**config.mk**
```make
export PLATFORM = sky130hd
export DESIGN_NAME = bitmap_page_allocator_core
export DESIGN_NICKNAME = d
export VERILOG_FILES = /design/src/sv/bpa_pkg.sv /design/src/sv/bpa_ram.sv /design/src/sv/bpa_cfg.sv /design/src/sv/bpa_ctrl.sv /design/src/sv/bitmap_page_allocator_core.sv
export SDC_FILE = /design/constraint.sdc
export NUM_CORES = 2
export LEC_CHECK = 0
export BUFFER_PORTS_ARGS = -buffer_cell sky130_fd_sc_hd__buf_2
export CAP_MARGIN = 20
export CORE_UTILIZATION = 50
export DETAILED_ROUTE_END_ITERATION = 8
export GPL_TIMING_DRIVEN = 0
export HOLD_SLACK_MARGIN = 0.05
export PLACE_DENSITY = 0.64
export SLEW_MARGIN = 5
export SYNTH_ARGS = -nofsm -noshare
export SYNTH_HDL_FRONTEND = slang
export SYNTH_SLANG_ARGS = --single-unit
```
**constraint.sdc**
```tcl
create_clock -name clk -period 9.3 [get_ports clk]
set_input_delay 2.79 -clock clk [delete_from_list [all_inputs] [get_ports clk]]
set_output_delay 2.79 -clock clk [all_outputs]
set_load 0.01 [all_outputs]
```
**src/sv/bpa_pkg.sv**
```systemverilog
// ----------------------------------------------------------------------------
// Bitmap page allocator - package
// Sizes, codes and transfer types shared by the allocator modules.
// ----------------------------------------------------------------------------
`default_nettype none

package bpa_pkg;

	localparam int MAX_PAGES  = 1024;
	localparam int PAGE_BYTES = 4096;

	localparam int MAP_WORDS  = (MAX_PAGES + 31) / 32;
	localparam int WORD_AW    = (MAP_WORDS > 1) ? $clog2(MAP_WORDS) : 1;
	localparam int IDX_W      = WORD_AW + 5;
	localparam int PAGE_SHIFT = $clog2(PAGE_BYTES);

	localparam int CNT_W = 11;
	localparam logic [CNT_W-1:0] CNT_MAX        = '1;
	localparam logic [CNT_W-1:0] PAGE_COUNT_RST = CNT_W'(1024);
	localparam logic [CNT_W-1:0] RESERVED_RST   = '0;

	localparam int ADDR_W = 3;
	localparam int DATA_W = 32;

	typedef enum logic [0:0] {
		REG_PAGE_COUNT = 1'b0,
		REG_RESERVED   = 1'b1
	} reg_idx_t;

	typedef enum logic [0:0] {
		REQ_ALLOC = 1'b0,
		REQ_FREE  = 1'b1
	} req_type_t;

	typedef enum logic [2:0] {
		STS_OK       = 3'd0,
		STS_NO_FREE  = 3'd1,
		STS_RESERVED = 3'd2,
		STS_NOT_USED = 3'd3,
		STS_RANGE    = 3'd4
	} status_t;

	typedef enum logic [1:0] {
		S_IDLE,
		S_SCAN,
		S_FCHK
	} state_t;

	typedef struct packed {
		req_type_t   req_type;
		logic [31:0] page_addr;
	} req_t;

	typedef struct packed {
		logic [31:0]      alloc_addr;
		status_t          status;
		logic [CNT_W-1:0] free_pages;
	} rsp_t;

	typedef struct packed {
		logic [CNT_W-1:0] n;
		logic [CNT_W-1:0] r;
	} lim_t;

	typedef struct packed {
		logic               we;
		logic [WORD_AW-1:0] waddr;
		logic [31:0]        wdata;
	} ram_wr_t;

endpackage

`default_nettype wire

```
**src/sv/bpa_ram.sv**
```systemverilog
// ----------------------------------------------------------------------------
// Bitmap page allocator - generic RAM
// One write port, one read port, read data registered.
// ----------------------------------------------------------------------------
`default_nettype none

module bpa_ram #(
	parameter int WIDTH = 32,
	parameter int DEPTH = 32,
	parameter int AW    = (DEPTH > 1) ? $clog2(DEPTH) : 1
) (
	input  wire logic             clk,
	input  wire logic             we,
	input  wire logic [AW-1:0]    waddr,
	input  wire logic [WIDTH-1:0] wdata,
	input  wire logic [AW-1:0]    raddr,
	output logic      [WIDTH-1:0] rdata
);

	logic [WIDTH-1:0] mem_q [DEPTH];

	always_ff @(posedge clk) begin
		if (we) begin
			mem_q[waddr] <= wdata;
		end
		rdata <= mem_q[raddr];
	end

endmodule

`default_nettype wire

```
**src/sv/bpa_cfg.sv**
```systemverilog
// ----------------------------------------------------------------------------
// Bitmap page allocator - configuration registers
// APB register file for page and reserved counts, with clamped limits.
// ----------------------------------------------------------------------------
`default_nettype none

module bpa_cfg (
	input  wire logic                        clk,
	input  wire logic                        arst_n,
	input  wire logic                        psel,
	input  wire logic                        penable,
	input  wire logic                        pwrite,
	input  wire logic [bpa_pkg::ADDR_W-1:0]  paddr,
	input  wire logic [bpa_pkg::DATA_W-1:0]  pwdata,
	output logic      [bpa_pkg::DATA_W-1:0]  prdata,
	output logic                             pready,
	output bpa_pkg::lim_t                    lim
);

	logic [bpa_pkg::CNT_W-1:0] page_count_q;
	logic [bpa_pkg::CNT_W-1:0] reserved_q;
	logic [bpa_pkg::CNT_W-1:0] n_eff;
	bpa_pkg::reg_idx_t         idx;
	logic                      wr;

	assign idx    = bpa_pkg::reg_idx_t'(paddr[bpa_pkg::ADDR_W-1:2]);
	assign wr     = psel && penable && pwrite;
	assign pready = 1'b1;

	always_ff @(posedge clk or negedge arst_n) begin
		if (!arst_n) begin
			page_count_q <= bpa_pkg::PAGE_COUNT_RST;
			reserved_q   <= bpa_pkg::RESERVED_RST;
		end else if (wr) begin
			unique case (idx)
				bpa_pkg::REG_PAGE_COUNT: page_count_q <= pwdata[bpa_pkg::CNT_W-1:0];
				bpa_pkg::REG_RESERVED:   reserved_q   <= pwdata[bpa_pkg::CNT_W-1:0];
				default: ;
			endcase
		end
	end

	always_comb begin
		unique case (idx)
			bpa_pkg::REG_PAGE_COUNT: prdata = bpa_pkg::DATA_W'(page_count_q);
			bpa_pkg::REG_RESERVED:   prdata = bpa_pkg::DATA_W'(reserved_q);
			default:                 prdata = '0;
		endcase
	end

	assign n_eff = (32'(page_count_q) > 32'(bpa_pkg::MAX_PAGES)) ?
		bpa_pkg::CNT_W'(bpa_pkg::MAX_PAGES) : page_count_q;

	assign lim.n = n_eff;
	assign lim.r = (reserved_q > n_eff) ? n_eff : reserved_q;

endmodule

`default_nettype wire

```
**src/sv/bpa_ctrl.sv**
```systemverilog
// ----------------------------------------------------------------------------
// Bitmap page allocator - request sequencer
// Finds the first free page or frees one page; updates bitmap words in place.
// ----------------------------------------------------------------------------
`default_nettype none

module bpa_ctrl (
	input  wire logic                          clk,
	input  wire logic                          arst_n,
	input  wire bpa_pkg::lim_t                 lim,
	input  wire logic                          start,
	input  wire bpa_pkg::req_t                 request,
	output logic                               busy,
	output logic                               done,
	output bpa_pkg::rsp_t                      result,
	output bpa_pkg::ram_wr_t                   ram_wr,
	output logic      [bpa_pkg::WORD_AW-1:0]   ram_raddr,
	input  wire logic [31:0]                   ram_rdata
);

	function automatic logic [4:0] low_one(input logic [31:0] v);
		logic [31:0] x;
		logic [31:0] m;
		logic [4:0]  p;
		x = v;
		p = '0;
		for (int k = 4; k >= 0; k--) begin
			m = (32'd1 << (1 << k)) - 32'd1;
			if ((x & m) == 32'd0) begin
				p[k] = 1'b1;
				x    = x >> (1 << k);
			end
		end
		return p;
	endfunction

	bpa_pkg::state_t               state_q, state_d;
	logic [bpa_pkg::WORD_AW-1:0]   ptr_q, ptr_d;
	logic                          first_q, first_d;
	logic [bpa_pkg::IDX_W-1:0]     idx_q, idx_d;
	logic [bpa_pkg::CNT_W-1:0]     taken_q, taken_d;
	logic [bpa_pkg::MAP_WORDS-1:0] vld_q;
	logic                          done_q, done_d;
	bpa_pkg::rsp_t                 result_q, result_d;

	logic                          accept;
	logic                          alloc_go;
	logic                          free_go;
	logic [31:0]                   free_idx;
	logic [bpa_pkg::WORD_AW-1:0]   start_word;
	logic [bpa_pkg::CNT_W-1:0]     nm1;
	logic [bpa_pkg::WORD_AW-1:0]   last_word;
	logic [31:0]                   word;
	logic [31:0]                   lo_mask;
	logic [31:0]                   hi_mask;
	logic [31:0]                   cand;
	logic                          found;
	logic [4:0]                    bit_sel;
	logic                          scan_end;
	logic [bpa_pkg::CNT_W-1:0]     avail;

	assign accept   = start && (state_q == bpa_pkg::S_IDLE);
	assign free_idx = request.page_addr >> bpa_pkg::PAGE_SHIFT;
	assign alloc_go = accept && (request.req_type == bpa_pkg::REQ_ALLOC) && (lim.r < lim.n);
	assign free_go  = accept && (request.req_type == bpa_pkg::REQ_FREE) &&
		(free_idx < 32'(lim.n)) && (free_idx >= 32'(lim.r));

	assign start_word = (request.req_type == bpa_pkg::REQ_ALLOC) ?
		bpa_pkg::WORD_AW'(lim.r >> 5) : bpa_pkg::WORD_AW'(free_idx >> 5);

	assign nm1       = lim.n - 1'b1;
	assign last_word = bpa_pkg::WORD_AW'(nm1 >> 5);

	assign word    = vld_q[ptr_q] ? ram_rdata : 32'd0;
	assign lo_mask = first_q ? ({32{1'b1}} << lim.r[4:0]) : {32{1'b1}};
	assign hi_mask = (ptr_q == last_word) ? ({32{1'b1}} >> (5'd31 - nm1[4:0])) : {32{1'b1}};
	assign cand    = ~word & lo_mask & hi_mask;
	assign found   = |cand;
	assign bit_sel = low_one(cand);
	assign scan_end = found || (ptr_q == last_word);

	assign avail = lim.n - lim.r;

	always_comb begin
		state_d = state_q;
		unique case (state_q)
			bpa_pkg::S_IDLE: begin
				if (alloc_go) begin
					state_d = bpa_pkg::S_SCAN;
				end else if (free_go) begin
					state_d = bpa_pkg::S_FCHK;
				end
			end
			bpa_pkg::S_SCAN: begin
				if (scan_end) begin
					state_d = bpa_pkg::S_IDLE;
				end
			end
			bpa_pkg::S_FCHK: state_d = bpa_pkg::S_IDLE;
			default:         state_d = bpa_pkg::S_IDLE;
		endcase
	end

	always_comb begin
		ptr_d               = ptr_q;
		first_d             = first_q;
		idx_d               = idx_q;
		taken_d             = taken_q;
		done_d              = 1'b0;
		result_d.alloc_addr = '0;
		result_d.status     = bpa_pkg::STS_OK;
		ram_wr.we           = 1'b0;
		ram_wr.waddr        = ptr_q;
		ram_wr.wdata        = word;
		ram_raddr           = ptr_q + 1'b1;
		unique case (state_q)
			bpa_pkg::S_IDLE: begin
				ram_raddr = start_word;
				if (accept) begin
					ptr_d   = start_word;
					first_d = 1'b1;
					idx_d   = bpa_pkg::IDX_W'(free_idx);
					if (request.req_type == bpa_pkg::REQ_ALLOC) begin
						if (!alloc_go) begin
							done_d          = 1'b1;
							result_d.status = bpa_pkg::STS_NO_FREE;
						end
					end else if (free_idx >= 32'(lim.n)) begin
						done_d          = 1'b1;
						result_d.status = bpa_pkg::STS_RANGE;
					end else if (free_idx < 32'(lim.r)) begin
						done_d          = 1'b1;
						result_d.status = bpa_pkg::STS_RESERVED;
					end
				end
			end
			bpa_pkg::S_SCAN: begin
				if (found) begin
					ram_wr.we           = 1'b1;
					ram_wr.wdata        = word | (32'd1 << bit_sel);
					done_d              = 1'b1;
					result_d.alloc_addr = 32'({ptr_q, bit_sel}) << bpa_pkg::PAGE_SHIFT;
					if (taken_q != bpa_pkg::CNT_MAX) begin
						taken_d = taken_q + 1'b1;
					end
				end else if (ptr_q == last_word) begin
					done_d          = 1'b1;
					result_d.status = bpa_pkg::STS_NO_FREE;
				end else begin
					ptr_d   = ptr_q + 1'b1;
					first_d = 1'b0;
				end
			end
			bpa_pkg::S_FCHK: begin
				done_d = 1'b1;
				if (word[idx_q[4:0]]) begin
					ram_wr.we    = 1'b1;
					ram_wr.wdata = word & ~(32'd1 << idx_q[4:0]);
					if (taken_q != '0) begin
						taken_d = taken_q - 1'b1;
					end
				end else begin
					result_d.status = bpa_pkg::STS_NOT_USED;
				end
			end
			default: ;
		endcase
		result_d.free_pages = (taken_d >= avail) ? '0 : avail - taken_d;
	end

	always_ff @(posedge clk or negedge arst_n) begin
		if (!arst_n) begin
			state_q <= bpa_pkg::S_IDLE;
			taken_q <= '0;
			vld_q   <= '0;
			done_q  <= 1'b0;
		end else begin
			state_q <= state_d;
			taken_q <= taken_d;
			done_q  <= done_d;
			if (ram_wr.we) begin
				vld_q[ram_wr.waddr] <= 1'b1;
			end
		end
	end

	always_ff @(posedge clk) begin
		ptr_q   <= ptr_d;
		first_q <= first_d;
		idx_q   <= idx_d;
		if (done_d) begin
			result_q <= result_d;
		end
	end

	assign busy   = (state_q != bpa_pkg::S_IDLE);
	assign done   = done_q;
	assign result = result_q;

endmodule

`default_nettype wire

```
**src/sv/bitmap_page_allocator_core.sv**
```systemverilog
// ----------------------------------------------------------------------------
// Bitmap page allocator - top level
// First-fit page allocator over a used-page bitmap held in one RAM.
// ----------------------------------------------------------------------------
// Usage:
//   Request channel: an allocate or free command is transferred when start is
//   high and busy is low. Result channel: done pulses for one cycle with
//   alloc_addr, status and free_pages; the receiver always takes it.
//   Registers page_count (0x0) and reserved_count (0x4) sit on APB; the user
//   writes them only while no request is in flight, unchecked by the block.
// Timing:
//   Allocate scans one bitmap word per cycle through the RAM read port, from
//   the word holding the first unreserved page, until a free bit is found or
//   the last word (of up to 32) is scanned. Free reads and writes back one
//   word. Requests rejected on the limits give done in the cycle after the
//   transfer. A new request is taken in the cycle done is shown.
// Reset:
//   Bitmap reads as all free through per-word valid flags, cleared at once;
//   the taken count is zero, page_count 1024, reserved_count 0.
// ----------------------------------------------------------------------------
`default_nettype none

module bitmap_page_allocator_core (
	input  wire logic                        clk,
	input  wire logic                        arst_n,
	input  wire logic                        start,
	output logic                             busy,
	input  wire bpa_pkg::req_t               request,
	output logic                             done,
	output bpa_pkg::rsp_t                    result,
	input  wire logic                        psel,
	input  wire logic                        penable,
	input  wire logic                        pwrite,
	input  wire logic [bpa_pkg::ADDR_W-1:0]  paddr,
	input  wire logic [bpa_pkg::DATA_W-1:0]  pwdata,
	output logic      [bpa_pkg::DATA_W-1:0]  prdata,
	output logic                             pready
);

	bpa_pkg::lim_t               lim;
	bpa_pkg::ram_wr_t            ram_wr;
	logic [bpa_pkg::WORD_AW-1:0] ram_raddr;
	logic [31:0]                 ram_rdata;

	bpa_cfg u_cfg (
		.clk     (clk),
		.arst_n  (arst_n),
		.psel    (psel),
		.penable (penable),
		.pwrite  (pwrite),
		.paddr   (paddr),
		.pwdata  (pwdata),
		.prdata  (prdata),
		.pready  (pready),
		.lim     (lim)
	);

	bpa_ctrl u_ctrl (
		.clk       (clk),
		.arst_n    (arst_n),
		.lim       (lim),
		.start     (start),
		.request   (request),
		.busy      (busy),
		.done      (done),
		.result    (result),
		.ram_wr    (ram_wr),
		.ram_raddr (ram_raddr),
		.ram_rdata (ram_rdata)
	);

	bpa_ram #(
		.WIDTH (32),
		.DEPTH (bpa_pkg::MAP_WORDS),
		.AW    (bpa_pkg::WORD_AW)
	) u_map_ram (
		.clk   (clk),
		.we    (ram_wr.we),
		.waddr (ram_wr.waddr),
		.wdata (ram_wr.wdata),
		.raddr (ram_raddr),
		.rdata (ram_rdata)
	);

endmodule

`default_nettype wire

```
==> results.sh <==
export IMPL_status="finished, final reports clean"
export IMPL_wl_per_cell_um=28.1
export IMPL_cts_buffers=116
export IMPL_maxCapViolCount=0
export IMPL_finalCritPeriodShare_pct=93.0
export IMPL_nets=4608
export IMPL_fin_crit_ns=8.65
export IMPL_ir_worst_vdd_uv=262
export IMPL_diodes=0
export IMPL_overflow=0
export IMPL_cts_max_path_buffers=3
export IMPL_grt_pass1_vias=34958
export IMPL_yosys_top_cells_count="edfxtp_1 (1,059), nand2_1 (749), a211oi_1 (330), clkbuf_1 (272), and2_1 (242)"
export IMPL_min_path_cells=1
export IMPL_synth_main_ff_cell="edfxtp_1"
export IMPL_rsz0062_at_grt="no"
export IMPL_via_count=37205
export IMPL_gp_congestion=1.00
export IMPL_min_to="u_ctrl.vld_q[12]"
export IMPL_worst_clock_skew_ns=0.0359
export IMPL_drtAntennaViolNets=0
export IMPL_reg2reg_to="u_ctrl.result[7]"
export IMPL_postSynthAreaPerCell_um2=12.5
export IMPL_final_core_util_pct=58.5
export IMPL_critical_path_max_stage_delay_ns=0.82
export IMPL_crit_family="simple AND/OR/NAND/NOR gates"
export IMPL_ioPinCount=155
export IMPL_cp_slowest_cell="nand3b_1"
export IMPL_start_util_pct=50.7
export IMPL_hold_path_class="register to register"
export IMPL_ff2ff_path_depth=31
export IMPL_worstSetupStartpointType="register"
export IMPL_drive_gt1_share_pct=11.4
export IMPL_wl_um=167000
export IMPL_crit_type="register to register"
export IMPL_placementRows=117
export IMPL_reg2reg_slack_ns=0.65
export IMPL_synth_distinct_cells=91
export IMPL_crit_required_ns=9.77
export IMPL_die_height_um=324
export IMPL_crit_top_cell="o21ai_0"
export IMPL_netlist_area_um2=51900
export IMPL_die_area_um2=105000
export IMPL_max_freq_ghz=0.116
export IMPL_synth_cells=4147
export IMPL_drc_errors=0
export IMPL_core_um2=102000
export IMPL_yosys_register_bits=1159
export IMPL_tightest_slew_ns=1.27
export IMPL_yosysMostFrequentCell="edfxtp_1"
export IMPL_post_cts_setup_buffer_count=0
export IMPL_slew_limit_headroom_pct=14.9
export IMPL_synth_area_top_cells="edfxtp_1 (61%), nand2_1 (5.4%), a211oi_1 (4.8%)"
export IMPL_hold_ws_ns=0.469
export IMPL_io_buffers=75
export IMPL_first_pass_iters=6
export IMPL_hpwl_um=120000
export IMPL_cts_root_buffer="clkbuf_16"
export IMPL_synth_edf_count=1059
export IMPL_r2r_start="u_ctrl.ptr_q[4]"
export IMPL_htreeDepth=3
export IMPL_drt_initial_drc_count=4841
export IMPL_grt_max_degree=61
export IMPL_fp_dieW_um=324
export IMPL_clk_pin_slew_ns=0.06
export IMPL_worst_setup_path_end_kind="register"
export IMPL_clkSinkCount=1159
export IMPL_maxSlewViolCount=0
export IMPL_grt_pass1_wl_um=239000
export IMPL_yosys_warnings=0
export IMPL_ys_async_sr_fraction_pct=5.87
export IMPL_antenna_found_initial=6
export IMPL_synth_top_area_share_pct=61.3
export IMPL_synth_top_area_cell="edfxtp_1"
export IMPL_yosysSeqAreaShare_pct=65.8
export IMPL_clk_latency_ns=0.73
export IMPL_setup_violations=0
export IMPL_cts_tree="yes"
export IMPL_synthToLayoutAreaGrowth_pct=15.5
export IMPL_hold_viol=0
export IMPL_path_buf_inv=4
export IMPL_p_leak_uw=0.0206
export IMPL_hp_start="u_ctrl.vld_q[12]"
export IMPL_critical_path_peak_fanout=10
export IMPL_p_per_area_nw_per_um2=356
export IMPL_arrival_ns=9.11
export IMPL_vias_per_cell=6.27
export IMPL_track_usage_pct=31.6
## layout make-up
cell class              count  area, µm²
plain buffers             340       1470
clock buffers             156       3110
clock inverters            61        569
fillers                  8142      42400
inverters                  48        180
multi-input cells        2640      16700
flip-flops and latches   1159      34100
well taps                1368       1710
repair buffers            158       2000
## power breakdown
part / total [µW] / leakage (µW) / switching, µW / internal, µW
Combinational: 10100 / 0.00767 / 7260 / 2870
Clock: 4590 / 0.00179 / 2020 / 2570
Sequential: 6590 / 0.0112 / 185 / 6410
## stage by stage
stage	area (µm²)	total power [µW]	instances	setup slack [ns]	TNS (ns)
floorplan	52000	12100	4189	1.39	0
global placement	54100	16100	5632	-2.53	-1694.18
detailed placement	56100	16500	5707	-0.942	-9.80
CTS	59800	21000	5924	0.0161	0
global route	59900	22100	5930	0.0520	0
finish	59900	21300	5930	0.652	0
## registers in the layout, summed over array words and instances (netlist names)
register	flops
u_cfg.reserved_q	11
u_ctrl.done	1
u_ctrl.state_q	2
u_map_ram.rdata	32
u_map_ram.mem_q	1024
u_ctrl.idx_q	5
u_ctrl.ptr_q	5
u_cfg.page_count_q	11
u_ctrl.first_q	1
u_ctrl.taken_q	11
u_ctrl.vld_q	32
u_ctrl.result	24
## placed cells by master, fill, tap and decap left out, types with 15 or more instances in the layout
cell type | Yosys | final
a311oi_1 | 100 | 99
clkinv_1 | 0 | 22
mux2_2 | 35 | 35
o21ai_0 | 96 | 92
o21bai_1 | 36 | 36
mux2i_1 | 17 | 16
dfxtp_1 | 32 | 32
clkbuf_1 | 272 | 301
a21oi_1 | 108 | 100
buf_4 | 44 | 47
nor2b_1 | 23 | 23
conb_1 | 2 | 44
inv_1 | 48 | 48
edfxtp_1 | 1059 | 1059
nand3_1 | 72 | 72
nor3_1 | 32 | 31
a211oi_1 | 330 | 330
buf_8 | 0 | 19
nand2_1 | 749 | 747
o211ai_1 | 42 | 42
nand4_1 | 23 | 23
buf_16 | 0 | 26
buf_2 | 8 | 83
and2_1 | 242 | 241
nor2_1 | 104 | 72
clkinv_2 | 0 | 17
ha_1 | 69 | 69
a21o_1 | 57 | 55
nor2_4 | 0 | 32
a311o_1 | 35 | 35
a31oi_1 | 136 | 136
buf_1 | 17 | 17
or3_1 | 15 | 15
buf_12 | 0 | 25
nand2b_1 | 27 | 27
clkbuf_16 | 0 | 117
dfrtp_1 | 67 | 67
## layer usage
metal / track usage (%) / share of wire (%)
met5: 0 / 0.012
met4: 11.4 / 3.8
met3: 7.87 / 11
met2: 48.1 / 45
met1: 44.1 / 40
## kinds of logic (layout without fill, tap and decap cells)
family          count (synthesis)  count (layout)  share of synthesized area, %
compound gates               1095            1095                          15.2
xor+xnor                       17              17                         0.287
fa+ha+maj                      71              71                          1.74
buf+inv                       390             763                          3.18
flops                        1159            1159                          65.8
mux                            65              65                          1.65
other cells                     2              44                        0.0145
simple gates                 1348            1348                          12.0
## worst max-delay path by stage
stage,from,to,slack [ns],depth (start not counted)
2_1_floorplan,u_cfg.page_count_q[10],u_ctrl.result[3],1.39,37
3_3_place_gp,u_cfg.page_count_q[10],u_map_ram.mem_q[3][16],-2.53,19
3_5_place_dp,u_cfg.page_count_q[10],u_ctrl.result[5],-0.94,36
4_1_cts,u_cfg.page_count_q[10],u_ctrl.result[7],0.02,37
5_1_grt,u_cfg.page_count_q[10],u_ctrl.result[5],0.05,35
6_report,u_ctrl.ptr_q[4],u_ctrl.result[7],0.65,31
## repair_timing
item	4_1_cts	5_1_grt
gates resized for setup	8	15
pin swaps	0	1
endpoints found under the hold margin	0	0
endpoints found under the setup margin	11	11
gates cloned	0	0
hold buffers	0	0
Power figures use the tool's default switching activity.
